--- src/hdl/adpcmnd_pkg.sv ---
// adpcmnd_pkg: constants, tables and types for the ADPCM nibble decoder.
// Used by adpcmnd_nibble and adpcm_nibble_decoder; depends on nothing.
package adpcmnd_pkg;

    localparam int unsigned CfgIdxW   = 2;
    localparam int unsigned CfgDataW  = 16;
    localparam int unsigned SampleW   = 16;
    localparam int unsigned StepIdxW  = 7;
    localparam int unsigned StepW     = 15;

    localparam logic [CfgIdxW-1:0] CFG_START_PRED = 2'd0;
    localparam logic [CfgIdxW-1:0] CFG_START_SIDX = 2'd1;

    localparam logic [StepIdxW-1:0] STEP_IDX_MAX = 7'd88;

    localparam logic [StepW-1:0] STEP_ROM [0:88] = '{
        15'd7,     15'd8,     15'd9,     15'd10,    15'd11,
        15'd12,    15'd13,    15'd14,    15'd16,    15'd17,
        15'd19,    15'd21,    15'd23,    15'd25,    15'd28,
        15'd31,    15'd34,    15'd37,    15'd41,    15'd45,
        15'd50,    15'd55,    15'd60,    15'd66,    15'd73,
        15'd80,    15'd88,    15'd97,    15'd107,   15'd118,
        15'd130,   15'd143,   15'd157,   15'd173,   15'd190,
        15'd209,   15'd230,   15'd253,   15'd279,   15'd307,
        15'd337,   15'd371,   15'd408,   15'd449,   15'd494,
        15'd544,   15'd598,   15'd658,   15'd724,   15'd796,
        15'd876,   15'd963,   15'd1060,  15'd1166,  15'd1282,
        15'd1411,  15'd1552,  15'd1707,  15'd1878,  15'd2066,
        15'd2272,  15'd2499,  15'd2749,  15'd3024,  15'd3327,
        15'd3660,  15'd4026,  15'd4428,  15'd4871,  15'd5358,
        15'd5894,  15'd6484,  15'd7132,  15'd7845,  15'd8630,
        15'd9493,  15'd10442, 15'd11487, 15'd12635, 15'd13899,
        15'd15289, 15'd16818, 15'd18500, 15'd20350, 15'd22385,
        15'd24623, 15'd27086, 15'd29794, 15'd32767
    };

    localparam logic signed [4:0] INDEX_ADJ [0:15] = '{
        -5'sd1, -5'sd1, -5'sd1, -5'sd1, 5'sd2, 5'sd4, 5'sd6, 5'sd8,
        -5'sd1, -5'sd1, -5'sd1, -5'sd1, 5'sd2, 5'sd4, 5'sd6, 5'sd8
    };

    typedef struct packed {
        logic signed [SampleW-1:0] pred;
        logic [StepIdxW-1:0]       sidx;
    } t_dec_state;

    function automatic logic [StepIdxW-1:0] clamp_idx(input logic [StepIdxW-1:0] v);
        return (v > STEP_IDX_MAX) ? STEP_IDX_MAX : v;
    endfunction

    function automatic logic [StepW-1:0] step_size(input logic [StepIdxW-1:0] idx);
        return STEP_ROM[clamp_idx(idx)];
    endfunction

endpackage

--- src/hdl/adpcmnd_code_if.sv ---
// adpcmnd_code_if: input channel of the decoder, one code byte per beat.
// Standalone; no package dependency.
interface adpcmnd_code_if;
    logic       valid;
    logic       ready;
    logic [7:0] code_byte;

    modport source (output valid, output code_byte, input ready);
    modport sink   (input valid, input code_byte, output ready);
endinterface

--- src/hdl/adpcmnd_sample_if.sv ---
// adpcmnd_sample_if: output channel of the decoder, one PCM sample pair per beat.
// Standalone; no package dependency.
interface adpcmnd_sample_if;
    logic               valid;
    logic               ready;
    logic signed [15:0] left_sample;
    logic signed [15:0] right_sample;
    logic               last;

    modport source (output valid, output left_sample, output right_sample,
                    output last, input ready);
    modport sink   (input valid, input left_sample, input right_sample,
                    input last, output ready);
endinterface

--- src/hdl/adpcmnd_nibble.sv ---
// adpcmnd_nibble: combinational update of predictor and step index for one code.
// Depends on adpcmnd_pkg (step table, index adjust table, state struct).
module adpcmnd_nibble (
    input  adpcmnd_pkg::t_dec_state i_state,
    input  logic [3:0]              i_code,
    output adpcmnd_pkg::t_dec_state o_state
);

    logic [adpcmnd_pkg::StepW-1:0]   step;
    logic [adpcmnd_pkg::StepW+2:0]   prod;
    logic [15:0]                     mag;
    logic signed [17:0]              sum;
    logic signed [8:0]               idx_sum;

    always_comb begin
        step = adpcmnd_pkg::step_size(i_state.sidx);
        prod = {3'b000, step} * {15'd0, i_code[2:0]};
        mag  = prod[17:2];
        if (i_code[3]) begin
            sum = 18'(i_state.pred) - $signed({2'b00, mag});
        end else begin
            sum = 18'(i_state.pred) + $signed({2'b00, mag});
        end

        if (sum < -18'sd32768) begin
            o_state.pred = -16'sd32768;
        end else if (sum > 18'sd32767) begin
            o_state.pred = 16'sd32767;
        end else begin
            o_state.pred = sum[15:0];
        end

        idx_sum = $signed({2'b00, i_state.sidx})
                + 9'(adpcmnd_pkg::INDEX_ADJ[i_code]);
        if (idx_sum < 9'sd0) begin
            o_state.sidx = '0;
        end else if (idx_sum > $signed({2'b00, adpcmnd_pkg::STEP_IDX_MAX})) begin
            o_state.sidx = adpcmnd_pkg::STEP_IDX_MAX;
        end else begin
            o_state.sidx = idx_sum[6:0];
        end
    end

endmodule

--- src/hdl/adpcm_nibble_decoder.sv ---
// adpcm_nibble_decoder: IMA-style 4-bit ADPCM decoder, two samples per code byte.
// Bytes pass input register, nibble update, output register; high nibble first.
// Throughput: one sample per cycle unless o_sample.ready stalls, set by the single
// nibble update unit. A new byte is taken as the last nibble fires; i_code.ready then follows o_sample.ready.
// Reset (sync, active low) clears predictor and step index to 0 and empties stages.
// Depends on adpcmnd_pkg, adpcmnd_code_if, adpcmnd_sample_if, adpcmnd_nibble.
module adpcm_nibble_decoder (
    input  logic                                i_clk,
    input  logic                                i_rst_n,
    input  logic                                i_cfg_we,
    input  logic [adpcmnd_pkg::CfgIdxW-1:0]     i_cfg_idx,
    input  logic [adpcmnd_pkg::CfgDataW-1:0]    i_cfg_data,
    adpcmnd_code_if.sink                        i_code,
    adpcmnd_sample_if.source                    o_sample
);

    logic [7:0]                         r_byte;
    logic                               r_busy;
    logic                               r_phase;
    adpcmnd_pkg::t_dec_state            r_state;
    logic                               r_out_valid;
    logic signed [15:0]                 r_out_sample;
    logic                               r_out_last;

    adpcmnd_pkg::t_dec_state            n_state;
    logic [3:0]                         code;
    logic                               out_free;
    logic                               fire;
    logic                               done;
    logic                               in_take;

    assign code     = r_phase ? r_byte[3:0] : r_byte[7:4];
    assign out_free = !r_out_valid || o_sample.ready;
    assign fire     = r_busy && out_free;
    assign done     = fire && r_phase;
    assign in_take  = i_code.valid && i_code.ready;

    assign i_code.ready          = !r_busy || done;
    assign o_sample.valid        = r_out_valid;
    assign o_sample.left_sample  = r_out_sample;
    assign o_sample.right_sample = r_out_sample;
    assign o_sample.last         = r_out_last;

    adpcmnd_nibble u_nibble (
        .i_state (r_state),
        .i_code  (code),
        .o_state (n_state)
    );

    always_ff @(posedge i_clk) begin
        if (!i_rst_n) begin
            r_busy      <= 1'b0;
            r_phase     <= 1'b0;
            r_state     <= '0;
            r_out_valid <= 1'b0;
        end else begin
            if (in_take) begin
                r_byte  <= i_code.code_byte;
                r_busy  <= 1'b1;
                r_phase <= 1'b0;
            end else if (done) begin
                r_busy  <= 1'b0;
                r_phase <= 1'b0;
            end else if (fire) begin
                r_phase <= 1'b1;
            end

            if (i_cfg_we) begin
                case (i_cfg_idx)
                    adpcmnd_pkg::CFG_START_PRED: begin
                        r_state.pred <= i_cfg_data;
                    end
                    adpcmnd_pkg::CFG_START_SIDX: begin
                        r_state.sidx <= adpcmnd_pkg::clamp_idx(i_cfg_data[6:0]);
                    end
                    default: begin
                    end
                endcase
            end else if (fire) begin
                r_state <= n_state;
            end

            if (fire) begin
                r_out_valid  <= 1'b1;
                r_out_sample <= n_state.pred;
                r_out_last   <= r_phase;
            end else if (o_sample.ready) begin
                r_out_valid  <= 1'b0;
            end
        end
    end

endmodule

--- src/flat_wrapper.sv ---
// flat-port wrapper written by rule: the top's interface ports become plain ports
module adpcm_nibble_decoder_flat 
  (i_clk, i_rst_n, i_cfg_we, i_cfg_idx, i_cfg_data, i_code_valid, i_code_code_byte, i_code_ready, o_sample_valid, o_sample_left_sample, o_sample_right_sample, o_sample_last, o_sample_ready);
  adpcmnd_code_if i_code_i ();
  adpcmnd_sample_if o_sample_i ();
  input  logic i_clk;
  input  logic i_rst_n;
  input  logic i_cfg_we;
  input  logic [adpcmnd_pkg::CfgIdxW-1:0] i_cfg_idx;
  input  logic [adpcmnd_pkg::CfgDataW-1:0] i_cfg_data;
  input wire logic [$bits(i_code_i.valid)-1:0] i_code_valid;
  input wire logic [$bits(i_code_i.code_byte)-1:0] i_code_code_byte;
  output wire logic [$bits(i_code_i.ready)-1:0] i_code_ready;
  output wire logic [$bits(o_sample_i.valid)-1:0] o_sample_valid;
  output wire logic [$bits(o_sample_i.left_sample)-1:0] o_sample_left_sample;
  output wire logic [$bits(o_sample_i.right_sample)-1:0] o_sample_right_sample;
  output wire logic [$bits(o_sample_i.last)-1:0] o_sample_last;
  input wire logic [$bits(o_sample_i.ready)-1:0] o_sample_ready;
  assign i_code_i.valid = i_code_valid;
  assign i_code_i.code_byte = i_code_code_byte;
  assign i_code_ready = i_code_i.ready;
  assign o_sample_valid = o_sample_i.valid;
  assign o_sample_left_sample = o_sample_i.left_sample;
  assign o_sample_right_sample = o_sample_i.right_sample;
  assign o_sample_last = o_sample_i.last;
  assign o_sample_i.ready = o_sample_ready;
  adpcm_nibble_decoder u_core (.i_clk(i_clk), .i_rst_n(i_rst_n), .i_cfg_we(i_cfg_we), .i_cfg_idx(i_cfg_idx), .i_cfg_data(i_cfg_data), .i_code(i_code_i), .o_sample(o_sample_i));
endmodule
--- config.mk ---
export PLATFORM = sky130hd
export DESIGN_NAME = adpcm_nibble_decoder_flat
export DESIGN_NICKNAME = d
export VERILOG_FILES = /design/src/hdl/adpcmnd_pkg.sv /design/src/hdl/adpcmnd_code_if.sv /design/src/hdl/adpcmnd_sample_if.sv /design/src/hdl/adpcmnd_nibble.sv /design/src/hdl/adpcm_nibble_decoder.sv /design/src/flat_wrapper.sv
export SDC_FILE = /design/constraint.sdc
export NUM_CORES = 1
export LEC_CHECK = 0
export BUFFER_PORTS_ARGS = -buffer_cell sky130_fd_sc_hd__buf_2
export CELL_PAD_IN_SITES_DETAIL_PLACEMENT = 1
export CELL_PAD_IN_SITES_GLOBAL_PLACEMENT = 2
export CORE_ASPECT_RATIO = 1.5
export CORE_UTILIZATION = 40
export CTS_BUF_LIST = sky130_fd_sc_hd__clkbuf_8
export DETAILED_ROUTE_END_ITERATION = 16
export GPL_TIMING_DRIVEN = 0
export MAX_ROUTING_LAYER = met4
export PLACE_DENSITY = 0.86
export SLEW_MARGIN = 25
export SYNTH_ARGS = -nofsm -noshare
export SYNTH_HDL_FRONTEND = slang
export SYNTH_SLANG_ARGS = --single-unit
--- constraint.sdc ---
create_clock -name i_clk -period 19.7 [get_ports i_clk]
set_input_delay 1.97 -clock i_clk [delete_from_list [all_inputs] [get_ports i_clk]]
set_output_delay 1.97 -clock i_clk [all_outputs]
set_load 0.01 [all_outputs]
==> summary by stage <==
Run status
The run finished with clean final reports.

Detailed routing
The wire length after detailed routing is 27200 um. The first detailed-routing pass took 5 iterations. For this block, the initial DRC count from the detailed router was 287.

The remaining antenna violation count is 0. After detailed routing, the number of remaining DRC violations is 0. Using the TritonRoute via totals, the vias-per-cell ratio works out to a little over 6. The routed wire length per instance is about 23 um. The count of vias placed by the detailed router is 7217.

Timing
For the final database, setup skew stands at 13.8 ps. After layout, the minimum clock period comes to 11180 ps. The slew of the pin with the lowest slew margin is 881 ps. The post-route worst hold slack is 459 ps. The timing-limited maximum frequency is 89.5 MHz. The relative slew slack is 41.1%. Setup repair after global routing left no endpoint under its margin. The final number of hold-violating endpoints is 0.

Setup violations remaining at the end of the flow were counted as 0. In the final timing run, aggregate negative setup slack is 0 ps. The final-report max-slew violation count is 0. Of the available clock period, the critical path in the final layout requires between 50 and 60%.

Worst setup path
The type of the worst setup path is flop to flop. The worst-path cell with the longest stage delay is sky130_fd_sc_hd__xor2_1. STA classifies the critical path endpoint as a flop. On the worst path, the slowest cell contributes a delay of between 600 and 700 ps. In this design, the largest share of critical-path delay is due to compound AO/OA/AOI/OAI gates. Counting both buffers and inverters, the worst setup path holds a total of 5. The maximum fanout count along the critical path is 10. The critical path data arrival time is approximately 11000 ps. Data on the critical path is required at its endpoint by 19820 ps. The type of element launching the critical path is a flop.

Synthesis
The post-synthesis register bit count is 51. During synthesis, Yosys emitted a total of 0 warnings. The cell count after synthesis is 898. In the post-synthesis netlist, the biggest area contributors are sky130_fd_sc_hd__edfxtp_1 11%, sky130_fd_sc_hd__ha_1 9.8%, sky130_fd_sc_hd__dfxtp_1 7.4%. The share of Yosys cell area claimed by the top area cell type is 10.7%. After synthesis, the share of flip-flops with an asynchronous set or reset is 0%. The prevailing post-synth register cell is sky130_fd_sc_hd__dfxtp_1.

Yosys mapped a number of flops with a built-in enable equal to 25. After synthesis, the mean cell area works out to 7.80 um^2. When the netlist entered floorplanning its net count stood at 1000. The post-synthesis cell type count is 81. sky130_fd_sc_hd__nor2_1 is the most common cell in the netlist. The proportion of synthesized chip area in sequential cells is 18.2%. Counting instances in the post-synthesis netlist gives the leading cell types as 86 x sky130_fd_sc_hd__nor2_1, 80 x sky130_fd_sc_hd__a21oi_1, 71 x sky130_fd_sc_hd__o21ai_0.

The largest total area in the synthesized netlist belongs to sky130_fd_sc_hd__edfxtp_1. The synthesized netlist occupies a cell area of 7000 um^2.

Global route
The global-route wire length before repair is 41200 um. The total global routing track utilization is 31.8%. After global routing the overflow that remains totals 0. The initial antenna violation count was 0.

Entering global routing, the biggest net connects 18 pins. The via count of the first global-routing pass is 7571.

Die
The effective utilization at floorplan is 41.4%. The y dimension of the die is 164 um. In this run the count of I/O pins placed on the die edge is 66.

The floorplan step defined a die boundary enclosing 18000 um^2. The floorplan step defined a core boundary enclosing 16900 um^2. The x dimension of the die is ~110 um. After floorplanning, the core was divided into 58 placement rows.

Cells and area
Once layout is done, the placed cells without fillers occupy 7670 um^2. After filler insertion, the fill cell instance count of the layout stands at approximately 2200. The count of inserted antenna diode cells is 0. The area occupied by registers is 1270 um^2. The area growth from synthesis to layout is 9.63%. The number of nets at the end of the flow is 1071. In the final layout, the share of cells above drive strength 1 is 14.2%. In the final layout, the multi-input gates occupy about 5200 um^2.

Min path
The type of the most critical hold path is flop to flop.

Placement
Detailed placement ended at an HPWL of 22300 um. At the end of routability-driven placement, the weighted congestion stood at 1.03. Port buffering added 64 buffers. The placed instances occupy a cell area of 7590 um^2.

Power
The power density over the cells is 99.9 nW/um^2. The maximum VDD drop is 0.0575 mV. The static power due to leakage is 0.00316 uW. The total internal power is about 360 uW.

The switching share of power is a little over half. The power dissipated by switching net loads is 402 uW. The share of total power dissipated in sequential elements is 18.9%. The portion of total power attributed to the clock network is 8.4%. The power share of the combinational group is 72.7%.

Clock network
The clock insertion delay at the later pin of the skew report is 330 ps. TritonCTS created 5 clock buffers. Buffers added to address setup during post-CTS repair amount to 0. The root buffer cell is sky130_fd_sc_hd__clkbuf_8. The clock-pin slew of the registers on the worst-case setup and hold paths is 100 ps.

The total number of H-tree levels is 2. The number of instances resized during post-cts repair is 0. TritonCTS built the clock tree.

The longest clock path from root to sink contains 2 buffers. The total clock sinks is 51. After clock tree synthesis, the flow added hold-fix buffers numbering 0.

Run
The tool flagged a number of max-cap violations equal to 0.
## area by class of cell
cell class / count / share of cell area (%)
multi-input cells: 726 / 67.6
clock inverters: 3 / 0.228
inverters: 45 / 2.20
well taps: 210 / 3.42
repair buffers: 64 / 4.17
flip-flops and latches: 51 / 16.6
clock buffers: 5 / 0.897
plain buffers: 76 / 4.87
## cells in the final DEF, fill, tap and decap left out, types with 23 or more instances in the layout
| cell type | synthesis | routed |
|---|---|---|
| sky130_fd_sc_hd__ha_1 | 55 | 55 |
| sky130_fd_sc_hd__a21oi_1 | 80 | 80 |
| sky130_fd_sc_hd__o211ai_1 | 27 | 27 |
| sky130_fd_sc_hd__nand3_1 | 23 | 23 |
| sky130_fd_sc_hd__xnor2_1 | 23 | 23 |
| sky130_fd_sc_hd__buf_2 | 2 | 66 |
| sky130_fd_sc_hd__o21ai_0 | 71 | 70 |
| sky130_fd_sc_hd__edfxtp_1 | 25 | 25 |
| sky130_fd_sc_hd__inv_1 | 43 | 43 |
| sky130_fd_sc_hd__clkbuf_1 | 43 | 43 |
| sky130_fd_sc_hd__nand2_1 | 67 | 67 |
| sky130_fd_sc_hd__nor2_1 | 86 | 86 |
| sky130_fd_sc_hd__dfxtp_1 | 26 | 26 |
## path summary, 6_finish.rpt
kind / startpoint / to / slack, ps / cells after the start
max: u_core.r_state[0] / u_core.o_sample.left_sample[7] / 8520 / 37
min: u_core.r_phase / u_core.o_sample.last / 460 / 0
max reg2reg: u_core.r_state[0] / u_core.o_sample.left_sample[7] / 8520 / 37
min reg2reg: u_core.r_phase / u_core.o_sample.last / 460 / 0
## metal layers
metal  up-vias  track usage, %  wire length [um]
li1       3418               -                 -
met1      3494            28.7              9540
met2       201            60.4             14800
met3       104            3.41               828
met4         0            21.5              2060
met5         -               -                 0
## power groups by stage
stage,Sequential (uW),Clock [uW],Combinational [uW]
after global routing,146,69.4,611
final,145,64.7,557
after global placement,147,0,544
after floorplan,147,0,394
after detailed placement,147,0,553
after CTS,145,66.0,556
## flip-flops by register name (all words and copies together) (netlist names)
| signal | count |
|---|---|
| u_core.r_state | 23 |
| u_core.o_sample.last | 1 |
| u_core.r_byte | 8 |
| u_core.o_sample.valid | 1 |
| u_core.r_busy | 1 |
| u_core.o_sample.left_sample | 16 |
| u_core.r_phase | 1 |
## cells by family after synthesis
logic type                 share of synthesized area (%)
adders and majority gates                           14.4
DFF                                                 18.2
and+or+nand+nor                                     19.3
muxes                                               1.82
buffers and inverters                               7.76
xor gates and xnor gates                            6.11
AOI/OAI and AO/OA                                   32.5
## per-stage QoR
stage          worst slack, ps  instances  util [%]  total power (uW)
5_1_grt                   8070       1180      45.4               827
3_3_place_gp              8280       1172      44.8               691
6_report                  8520       1180      45.4               767
4_1_cts                   8590       1180      45.4               767
3_5_place_dp              8640       1172      44.9               700
2_1_floorplan            11310        898         -               541
(Power assumes the default switching activity.)
